`config.mk`:
```
export PLATFORM = sky130hd
export DESIGN_NAME = srecord_stream_loader_unit_flat
export DESIGN_NICKNAME = d
export VERILOG_FILES = /design/src/design/srl_pkg.sv /design/src/design/srl_stream_if.sv /design/src/design/srl_hex_decode.sv /design/src/design/srl_parser.sv /design/src/design/srecord_stream_loader_unit.sv /design/src/flat_wrapper.sv
export SDC_FILE = /design/constraint.sdc
export NUM_CORES = 1
export LEC_CHECK = 0
export BUFFER_PORTS_ARGS = -buffer_cell sky130_fd_sc_hd__buf_2
export CORE_MARGIN = 2
export CORE_UTILIZATION = 55
export CTS_CLUSTER_DIAMETER = 100
export CTS_CLUSTER_SIZE = 24
export DETAILED_ROUTE_END_ITERATION = 12
export PLACE_DENSITY = 0.75
export SLEW_MARGIN = 20
export SYNTH_ARGS = -nofsm -noshare
export SYNTH_HDL_FRONTEND = slang
export SYNTH_HIERARCHICAL = 1
export SYNTH_SLANG_ARGS = --single-unit
```
`constraint.sdc`:
```
create_clock -name clock -period 6.7 [get_ports clock]
set_input_delay 0 -clock clock [delete_from_list [all_inputs] [get_ports clock]]
set_output_delay 0 -clock clock [all_outputs]
set_load 0.02 [all_outputs]
```
`src/design/srl_pkg.sv`:
```
// Package: shared types and constants for the S-record stream loader.
`default_nettype none
package srl_pkg;

   // Parse phases
   localparam logic [2:0] PH_LEAD  = 3'd0;
   localparam logic [2:0] PH_TYPE  = 3'd1;
   localparam logic [2:0] PH_COUNT = 3'd2;
   localparam logic [2:0] PH_AHI   = 3'd3;
   localparam logic [2:0] PH_ALO   = 3'd4;
   localparam logic [2:0] PH_DATA  = 3'd5;
   localparam logic [2:0] PH_CHECK = 3'd6;
   localparam logic [2:0] PH_DONE  = 3'd7;

   // Result kinds
   localparam logic [1:0] KIND_WRITE  = 2'd0;
   localparam logic [1:0] KIND_START  = 2'd1;
   localparam logic [1:0] KIND_FORMAT = 2'd2;
   localparam logic [1:0] KIND_CHKSUM = 2'd3;

   // Characters
   localparam logic [7:0] CHAR_S      = 8'h53;
   localparam logic [7:0] CHAR_ONE    = 8'h31;
   localparam logic [7:0] CHAR_NINE   = 8'h39;
   localparam logic [7:0] CHAR_ZERO   = 8'h30;
   localparam logic [7:0] CHAR_UPPER_A = 8'h41;
   localparam logic [7:0] CHAR_UPPER_F = 8'h46;
   localparam logic [7:0] CHAR_LOWER_A = 8'h61;
   localparam logic [7:0] CHAR_LOWER_F = 8'h66;

   localparam logic [7:0]  SUM_GOOD  = 8'hFF;
   localparam logic [7:0]  MIN_COUNT = 8'd3;
   localparam logic [15:0] LINE_MAX  = 16'hFFFF;

   typedef struct packed {
      logic [7:0] ch;
      logic       line_end;
   } req_type;

   typedef struct packed {
      logic [1:0]  kind;
      logic [15:0] address;
      logic [7:0]  data_byte;
      logic [15:0] line_number;
   } rsp_type;

   // One parser step: whether it yields a result, and the result
   typedef struct packed {
      logic    emit;
      rsp_type result;
   } step_type;

   typedef struct packed {
      logic       halted;
   } status_type;

endpackage
`default_nettype wire

```
`src/design/srl_stream_if.sv`:
```
// Interfaces: valid/ready request and response channels.
`default_nettype none
interface srl_req_if import srl_pkg::*; ();
   logic    valid;
   logic    ready;
   req_type payload;
   modport source (output valid, output payload, input ready);
   modport sink   (input valid, input payload, output ready);
endinterface

interface srl_rsp_if import srl_pkg::*; ();
   logic    valid;
   logic    ready;
   rsp_type payload;
   modport source (output valid, output payload, input ready);
   modport sink   (input valid, input payload, output ready);
endinterface
`default_nettype wire

```
`src/design/srl_hex_decode.sv`:
```
// Hex digit decoder: ASCII character to nibble plus a digit flag.
`default_nettype none
module srl_hex_decode import srl_pkg::*; (
   input  wire logic [7:0] ch,
   output logic [3:0]      nibble,
   output logic            is_hex
);
   always_comb begin
      nibble = 4'd0;
      is_hex = 1'b0;
      if (ch >= CHAR_ZERO && ch <= CHAR_NINE) begin
         nibble = 4'(ch - CHAR_ZERO);
         is_hex = 1'b1;
      end else if (ch >= CHAR_UPPER_A && ch <= CHAR_UPPER_F) begin
         nibble = 4'(ch - CHAR_UPPER_A + 8'd10);
         is_hex = 1'b1;
      end else if (ch >= CHAR_LOWER_A && ch <= CHAR_LOWER_F) begin
         nibble = 4'(ch - CHAR_LOWER_A + 8'd10);
         is_hex = 1'b1;
      end
   end
endmodule
`default_nettype wire

```
`src/design/srl_parser.sv`:
```
// Record parser: parse state registers and the per-character update.
`default_nettype none
module srl_parser import srl_pkg::*; (
   input  wire logic    clock,
   input  wire logic    reset,
   input  wire logic    step_en,
   input  wire req_type item,
   output step_type     step,
   output status_type   status
);
   logic [2:0]  phase_ff,   phase_in;
   logic        pending_ff, pending_in;
   logic [3:0]  high_ff,    high_in;
   logic        rtype_ff,   rtype_in;
   logic        type_ok_ff, type_ok_in;
   logic [7:0]  left_ff,    left_in;
   logic [16:0] addr_ff,    addr_in;
   logic [7:0]  sum_ff,     sum_in;
   logic [15:0] line_ff,    line_in;
   logic        halted_ff,  halted_in;

   logic [3:0] nibble;
   logic       is_hex;
   logic [7:0] byte_val;
   logic [7:0] sum_next;

   srl_hex_decode u_hex (
      .ch     (item.ch),
      .nibble (nibble),
      .is_hex (is_hex)
   );

   assign byte_val = {high_ff, nibble};
   assign sum_next = sum_ff + byte_val;

   always_comb begin
      phase_in   = phase_ff;
      pending_in = pending_ff;
      high_in    = high_ff;
      rtype_in   = rtype_ff;
      type_ok_in = type_ok_ff;
      left_in    = left_ff;
      addr_in    = addr_ff;
      sum_in     = sum_ff;
      line_in    = line_ff;
      halted_in  = halted_ff;
      step.emit               = 1'b0;
      step.result.kind        = KIND_FORMAT;
      step.result.address     = 16'd0;
      step.result.data_byte   = 8'd0;
      step.result.line_number = line_ff;

      if (!halted_ff) begin
         if (item.line_end) begin
            if (phase_ff != PH_DONE) begin
               step.emit = 1'b1;
               halted_in = 1'b1;
            end else begin
               if (line_ff != LINE_MAX) begin
                  line_in = line_ff + 16'd1;
               end
               phase_in   = PH_LEAD;
               pending_in = 1'b0;
            end
         end else if (phase_ff == PH_DONE) begin
            // trailing text ignored
         end else if (phase_ff == PH_LEAD) begin
            if (item.ch != CHAR_S) begin
               step.emit = 1'b1;
               halted_in = 1'b1;
            end else begin
               phase_in = PH_TYPE;
            end
         end else if (phase_ff == PH_TYPE) begin
            rtype_in   = (item.ch == CHAR_NINE);
            type_ok_in = (item.ch == CHAR_ONE) || (item.ch == CHAR_NINE);
            sum_in     = 8'd0;
            pending_in = 1'b0;
            phase_in   = PH_COUNT;
         end else if ((phase_ff == PH_DATA && !pending_ff && addr_ff[16]) || !is_hex) begin
            // address overflow or bad digit
            step.emit = 1'b1;
            halted_in = 1'b1;
         end else if (!pending_ff) begin
            high_in    = nibble;
            pending_in = 1'b1;
         end else begin
            pending_in = 1'b0;
            sum_in     = sum_next;
            case (phase_ff)
               PH_COUNT: begin
                  if (byte_val < MIN_COUNT) begin
                     step.emit = 1'b1;
                     halted_in = 1'b1;
                  end else begin
                     left_in  = byte_val - MIN_COUNT;
                     phase_in = PH_AHI;
                  end
               end
               PH_AHI: begin
                  addr_in  = {1'b0, byte_val, 8'd0};
                  phase_in = PH_ALO;
               end
               PH_ALO: begin
                  addr_in = {addr_ff[16:8], byte_val};
                  if (!type_ok_ff || (rtype_ff && left_ff != 8'd0)) begin
                     step.emit = 1'b1;
                     halted_in = 1'b1;
                  end else begin
                     phase_in = (left_ff != 8'd0) ? PH_DATA : PH_CHECK;
                  end
               end
               PH_DATA: begin
                  step.emit             = 1'b1;
                  step.result.kind      = KIND_WRITE;
                  step.result.address   = addr_ff[15:0];
                  step.result.data_byte = byte_val;
                  addr_in = addr_ff + 17'd1;
                  left_in = left_ff - 8'd1;
                  if (left_ff == 8'd1) begin
                     phase_in = PH_CHECK;
                  end
               end
               default: begin
                  phase_in = PH_DONE;
                  if (sum_next != SUM_GOOD) begin
                     step.emit        = 1'b1;
                     step.result.kind = KIND_CHKSUM;
                     halted_in        = 1'b1;
                  end else if (rtype_ff) begin
                     step.emit           = 1'b1;
                     step.result.kind    = KIND_START;
                     step.result.address = addr_ff[15:0];
                  end
               end
            endcase
         end
      end
   end

   always_ff @(posedge clock) begin
      if (reset) begin
         phase_ff   <= PH_LEAD;
         pending_ff <= 1'b0;
         high_ff    <= 4'd0;
         rtype_ff   <= 1'b0;
         type_ok_ff <= 1'b0;
         left_ff    <= 8'd0;
         addr_ff    <= 17'd0;
         sum_ff     <= 8'd0;
         line_ff    <= 16'd1;
         halted_ff  <= 1'b0;
      end else if (step_en) begin
         phase_ff   <= phase_in;
         pending_ff <= pending_in;
         high_ff    <= high_in;
         rtype_ff   <= rtype_in;
         type_ok_ff <= type_ok_in;
         left_ff    <= left_in;
         addr_ff    <= addr_in;
         sum_ff     <= sum_in;
         line_ff    <= line_in;
         halted_ff  <= halted_in;
      end
   end

   assign status.halted = halted_ff;
endmodule
`default_nettype wire

```
`src/design/srecord_stream_loader_unit.sv`:
```
// A request is held in the input register, and its response (if any) in the response register.
// Throughput: one request per cycle; a stall on the response side holds the input register.
// Timing path: input register -> hex decode / parse update -> response register.
// Reset (synchronous, active high): parser to lead 'S', line 1, not halted; both
// register stages empty. After any error response the unit drops all requests.
`default_nettype none
module srecord_stream_loader_unit import srl_pkg::*; (
   input wire logic  clock,
   input wire logic  reset,
   srl_req_if.sink   req_chan,
   srl_rsp_if.source rsp_chan
);
   // Input register stage
   logic    in_valid_ff, in_valid_in;
   req_type in_data_ff;

   // Response register stage
   logic    out_valid_ff, out_valid_in;
   rsp_type out_data_ff;

   step_type   step;
   status_type status;
   logic       step_en;

   // The parser advances when an input item is held and the response slot
   // is free or being drained this cycle. Every step commits, even one that
   // yields no response.
   assign step_en = in_valid_ff && (!out_valid_ff || rsp_chan.ready);

   // Input register reloads whenever it is empty or its item is consumed.
   assign req_chan.ready = !in_valid_ff || step_en;

   assign in_valid_in  = req_chan.valid ? 1'b1 : (in_valid_ff && !step_en);
   assign out_valid_in = step_en ? step.emit : (out_valid_ff && !rsp_chan.ready);

   srl_parser u_parser (
      .clock   (clock),
      .reset   (reset),
      .step_en (step_en),
      .item    (in_data_ff),
      .step    (step),
      .status  (status)
   );

   always_ff @(posedge clock) begin
      if (reset) begin
         in_valid_ff  <= 1'b0;
         out_valid_ff <= 1'b0;
      end else begin
         if (req_chan.ready) begin
            in_valid_ff <= in_valid_in;
         end
         out_valid_ff <= out_valid_in;
      end
   end

   // Payload registers, no reset needed
   always_ff @(posedge clock) begin
      if (req_chan.ready && req_chan.valid) begin
         in_data_ff <= req_chan.payload;
      end
      if (step_en) begin
         out_data_ff <= step.result;
      end
   end

   assign rsp_chan.valid   = out_valid_ff;
   assign rsp_chan.payload = out_data_ff;

`ifndef SYNTHESIS
   // An error response always leaves the parser halted.
   a_error_halts : assert property (@(posedge clock) disable iff (reset)
      step_en && step.emit &&
      (step.result.kind == KIND_FORMAT || step.result.kind == KIND_CHKSUM)
      |=> status.halted)
      else $error("error response did not halt the parser");

   // Once halted, no step yields a response.
   a_halted_silent : assert property (@(posedge clock) disable iff (reset)
      status.halted && step_en |-> !step.emit)
      else $error("response produced while halted");

   // Error responses carry zero address and data.
   a_error_zero : assert property (@(posedge clock) disable iff (reset)
      out_valid_ff &&
      (out_data_ff.kind == KIND_FORMAT || out_data_ff.kind == KIND_CHKSUM)
      |-> out_data_ff.address == 16'd0 && out_data_ff.data_byte == 8'd0)
      else $error("error response with nonzero address or data");
`endif
endmodule
`default_nettype wire

```
`src/flat_wrapper.sv`:
```
// flat-port wrapper written by rule: the top's interface ports become plain ports
module srecord_stream_loader_unit_flat import srl_pkg::*;
  (clock, reset, req_chan_valid, req_chan_payload, req_chan_ready, rsp_chan_valid, rsp_chan_payload, rsp_chan_ready);
  srl_req_if req_chan_i ();
  srl_rsp_if rsp_chan_i ();
  input wire logic clock;
  input wire logic reset;
  input wire logic [$bits(req_chan_i.valid)-1:0] req_chan_valid;
  input wire logic [$bits(req_chan_i.payload)-1:0] req_chan_payload;
  output wire logic [$bits(req_chan_i.ready)-1:0] req_chan_ready;
  output wire logic [$bits(rsp_chan_i.valid)-1:0] rsp_chan_valid;
  output wire logic [$bits(rsp_chan_i.payload)-1:0] rsp_chan_payload;
  input wire logic [$bits(rsp_chan_i.ready)-1:0] rsp_chan_ready;
  assign req_chan_i.valid = req_chan_valid;
  assign req_chan_i.payload = req_chan_payload;
  assign req_chan_ready = req_chan_i.ready;
  assign rsp_chan_valid = rsp_chan_i.valid;
  assign rsp_chan_payload = rsp_chan_i.payload;
  assign rsp_chan_i.ready = rsp_chan_ready;
  srecord_stream_loader_unit u_core (.clock(clock), .reset(reset), .req_chan(req_chan_i), .rsp_chan(rsp_chan_i));
endmodule
```
==> qor.txt <==
syn_nets = 633
CP arrival = 4440 ps
Gate power share = 4.5%
failing checks = hold timing
largest cells by area after synthesis = edfxtp_1, dfxtp_1, nor2_1, a21oi_1, ha_1
busiest grt layer = met2
DR vias/cell = 6.03
fin util = 66.1%
TritonCTS Buffers = 17
Rel. slew slack = 29.8%
number of enable-type register cells in the synthesized netlist = 51
Net Switching = 0.000360 W
number of remaining DRC errors = 0
syn_area_per_cell = 9.57 um^2
Max Root-Sink Buffers = 2
Die Wd = 106 um
Total Routing Usage GR = 24.6%
worst-margin pin slew = 1050 ps
Worst-path clk slew = 60 ps
Starting DRT DRC Count = 404
Starting Density = 56.2%
post-synth top area share = 26.5%
post-route insts no fill = 813
Setup Buffers After CTS = 0
top cells by count, synth = nor2_1, dfxtp_1, edfxtp_1, a21oi_1, nand2_1
Final Max Tran Viols = 0
area leader, netlist = edfxtp_1
final hold slack = -6.70 ps
Placed Cells = 769
Leakage = 2.47 nW
Worst Path Required = 7070 ps
vias = 4901
type of the worst setup path = reg -> reg
most common cell in the netlist = nor2_1
skew final = 8.03 ps
warnings from Yosys = 6
clk_lat worst skew = 510 ps
WL per Instance = 16.5 um
TritonRoute pass-1 iters = 5
initial antenna violation count = 0
status = finished, violations left
FILL cells = 797
worst slack at placement = 2700 ps
Final min period = 4080 ps
max_cap viols = 0
met1 GRT Util = 31.9%
synthesis-stage register bit count = 113
hold violation count in the final report = 5
Fmax = 245 MHz
PwrDens = 244 nW/um^2
Crit. End Element = flip-flop
setup TNS = 0 ps
final setup fails = 0
P_int = 0.00130 W
total grt overflow = 0
DRT Wirelength = 13.4 mm
Synth Flop Type = dfxtp_1
CTS H-tree lvls = 4
Routed Antenna Nets = 0
Peak supply drop = 168 uV
Seq pwr share = 45.0%
period utilization = 60.8%
Clk pwr share = 50.5%
register area share after synthesis = 48.0%
Final HPWL DP = 8.56 mm
post-CTS resize count = 0
TritonCTS clock tree = yes
core area = 10300 um^2
crit start category = flip-flop
area of the die = 11300 um^2
number of diodes = 0
Hold WC Path Type = in -> reg
final net count = 693
switch share = 21.7%
clk sinks = 113
largest net degree at the start of global routing = 64
synthesis-to-finish area growth = 17.5%
Post-Synthesis Cells = 604
vias in the first global route = 4574
CTS Root Cell = clkbuf_8
Rows = 37
synth unique cells = 72
RSZ-0062 raised after global routing = false
layout cell share with drive strength beyond 1 = 15.8%
Max Fanout on Critical Path = 17
first-pass GRT wire length = 22.2 mm
port buffer count = 56
final setup margin = 2620 ps
grt met3 use = 4.41%
GPL Wtd Cong = 0.911
Mapped Area = 5780 um^2
Die Ht = 106 um
GR Util met2 = 40.6%
ys async rst share = 0%
num ports = 57
[power by group through the flow]
stage	Clock, W	Sequential [W]	Combinational (W)
floorplan	0	0.000773	0.0000323
global placement	0	0.000759	0.0000686
detailed placement	0	0.000760	0.0000697
CTS	0.000850	0.000746	0.0000752
global route	0.000880	0.000747	0.0000818
finish	0.000838	0.000746	0.0000749
[sequential cells by signal, indices dropped and copies added (netlist names)]
signal	flops
u_core/in_data_ff	9
u_core/in_valid_ff	1
u_core/rsp_chan.payload	42
u_core/rsp_chan.valid	1
u_core/u_parser/addr_ff	17
u_core/u_parser/high_ff	4
u_core/u_parser/left_ff	8
u_core/u_parser/line_ff	16
u_core/u_parser/pending_ff	1
u_core/u_parser/phase_ff	3
u_core/u_parser/rtype_ff	1
u_core/u_parser/status	1
u_core/u_parser/sum_ff	8
u_core/u_parser/type_ok_ff	1
[logic make-up (layout without fill, tap and decap cells)]
| family | Yosys count | after routing | synth area share (%) |
|---|---|---|---|
| and+or+nand+nor | 249 | 249 | 23.1 |
| AOI/OAI and AO/OA | 141 | 141 | 16.2 |
| DFF | 113 | 113 | 48.0 |
| buffers and inverters | 50 | 123 | 3.66 |
| xor gates and xnor gates | 28 | 28 | 4.24 |
| adders and majority gates | 16 | 16 | 3.59 |
| muxes | 7 | 7 | 1.21 |
[cell type report]
| class | instances | area (um^2) | area share, % |
|---|---|---|---|
| Clock buffer | 21 | 439 | 6.47 |
| Clock inverter | 11 | 114 | 1.68 |
| Inverter | 20 | 75.1 | 1.11 |
| Multi-Input combinational cell | 441 | 2790 | 41.1 |
| Sequential cell | 113 | 2770 | 40.8 |
| Tap cell | 136 | 170 | 2.51 |
| Timing Repair Buffer | 71 | 425 | 6.26 |
[critical path, stage by stage (launching register included)]
cell and delay [ps]:
edfxtp_1 490, inv_1 130, ha_1 190, nor3b_1 340
nor3_1 90, a21o_1 320, ha_1 290, fa_1 410
a211o_1 340, a2111oi_0 340, nand3b_1 180, o21ai_1 130
o31ai_1 260, buf_4 240, and2_1 170
[worst paths after layout]
path	start	to	slack, ps	cells past startpoint
max	u_core/in_data_ff[2]$_DFFE_PP_	u_core/rsp_chan.payload[35]$_DFFE_PP_	2620	14
min	reset	u_core/u_parser/line_ff[4]$_SDFFE_PP0P_	-7	2
max reg2reg	u_core/in_data_ff[2]$_DFFE_PP_	u_core/rsp_chan.payload[35]$_DFFE_PP_	2620	14
min reg2reg	u_core/u_parser/sum_ff[4]$_SDFFE_PP0P_	u_core/u_parser/sum_ff[4]$_SDFFE_PP0P_	460	2
[cells in the final DEF (no fill, tap or decap), drive strengths merged, types with 8 or more instances in the layout]
cell type / instances
and2: 27
nand2b: 8
clkinv: 8
a221oi: 8
xnor2: 11
inv: 20
nor3: 23
nor4: 9
clkbuf: 21
nand3: 20
dfxtp: 62
a21oi: 46
xor2: 17
nor2: 63
buf: 59
nand2: 39
and3: 9
dlygate4sd3: 12
nor2b: 8
edfxtp: 51
o21ai: 30
ha: 15
nand4: 11
[per-layer routing]
metal	part of all wire, %	routed length [um]	vias up
met5	0	0	-
met4	2.4	318	0
met3	6.3	840	31
met2	49	6600	207
met1	42	5640	2324
li1	-	-	2339
[timing repair]
action | CTS | global route
setup endpoints to repair | 0 | 0
endpoints found under the hold margin | 20 | 0
hold buffers | 12 | 0
[stage by stage]
| step | instance area, um^2 | total power, W |
|---|---|---|
| CTS | 6790 | 0.00167 |
| floorplan | 5780 | 0.000806 |
| global route | 6790 | 0.00171 |
| global placement | 6110 | 0.000827 |
| finish | 6790 | 0.00166 |
| detailed placement | 6110 | 0.000830 |
Note: power is estimated with default switching activity, not from simulation.
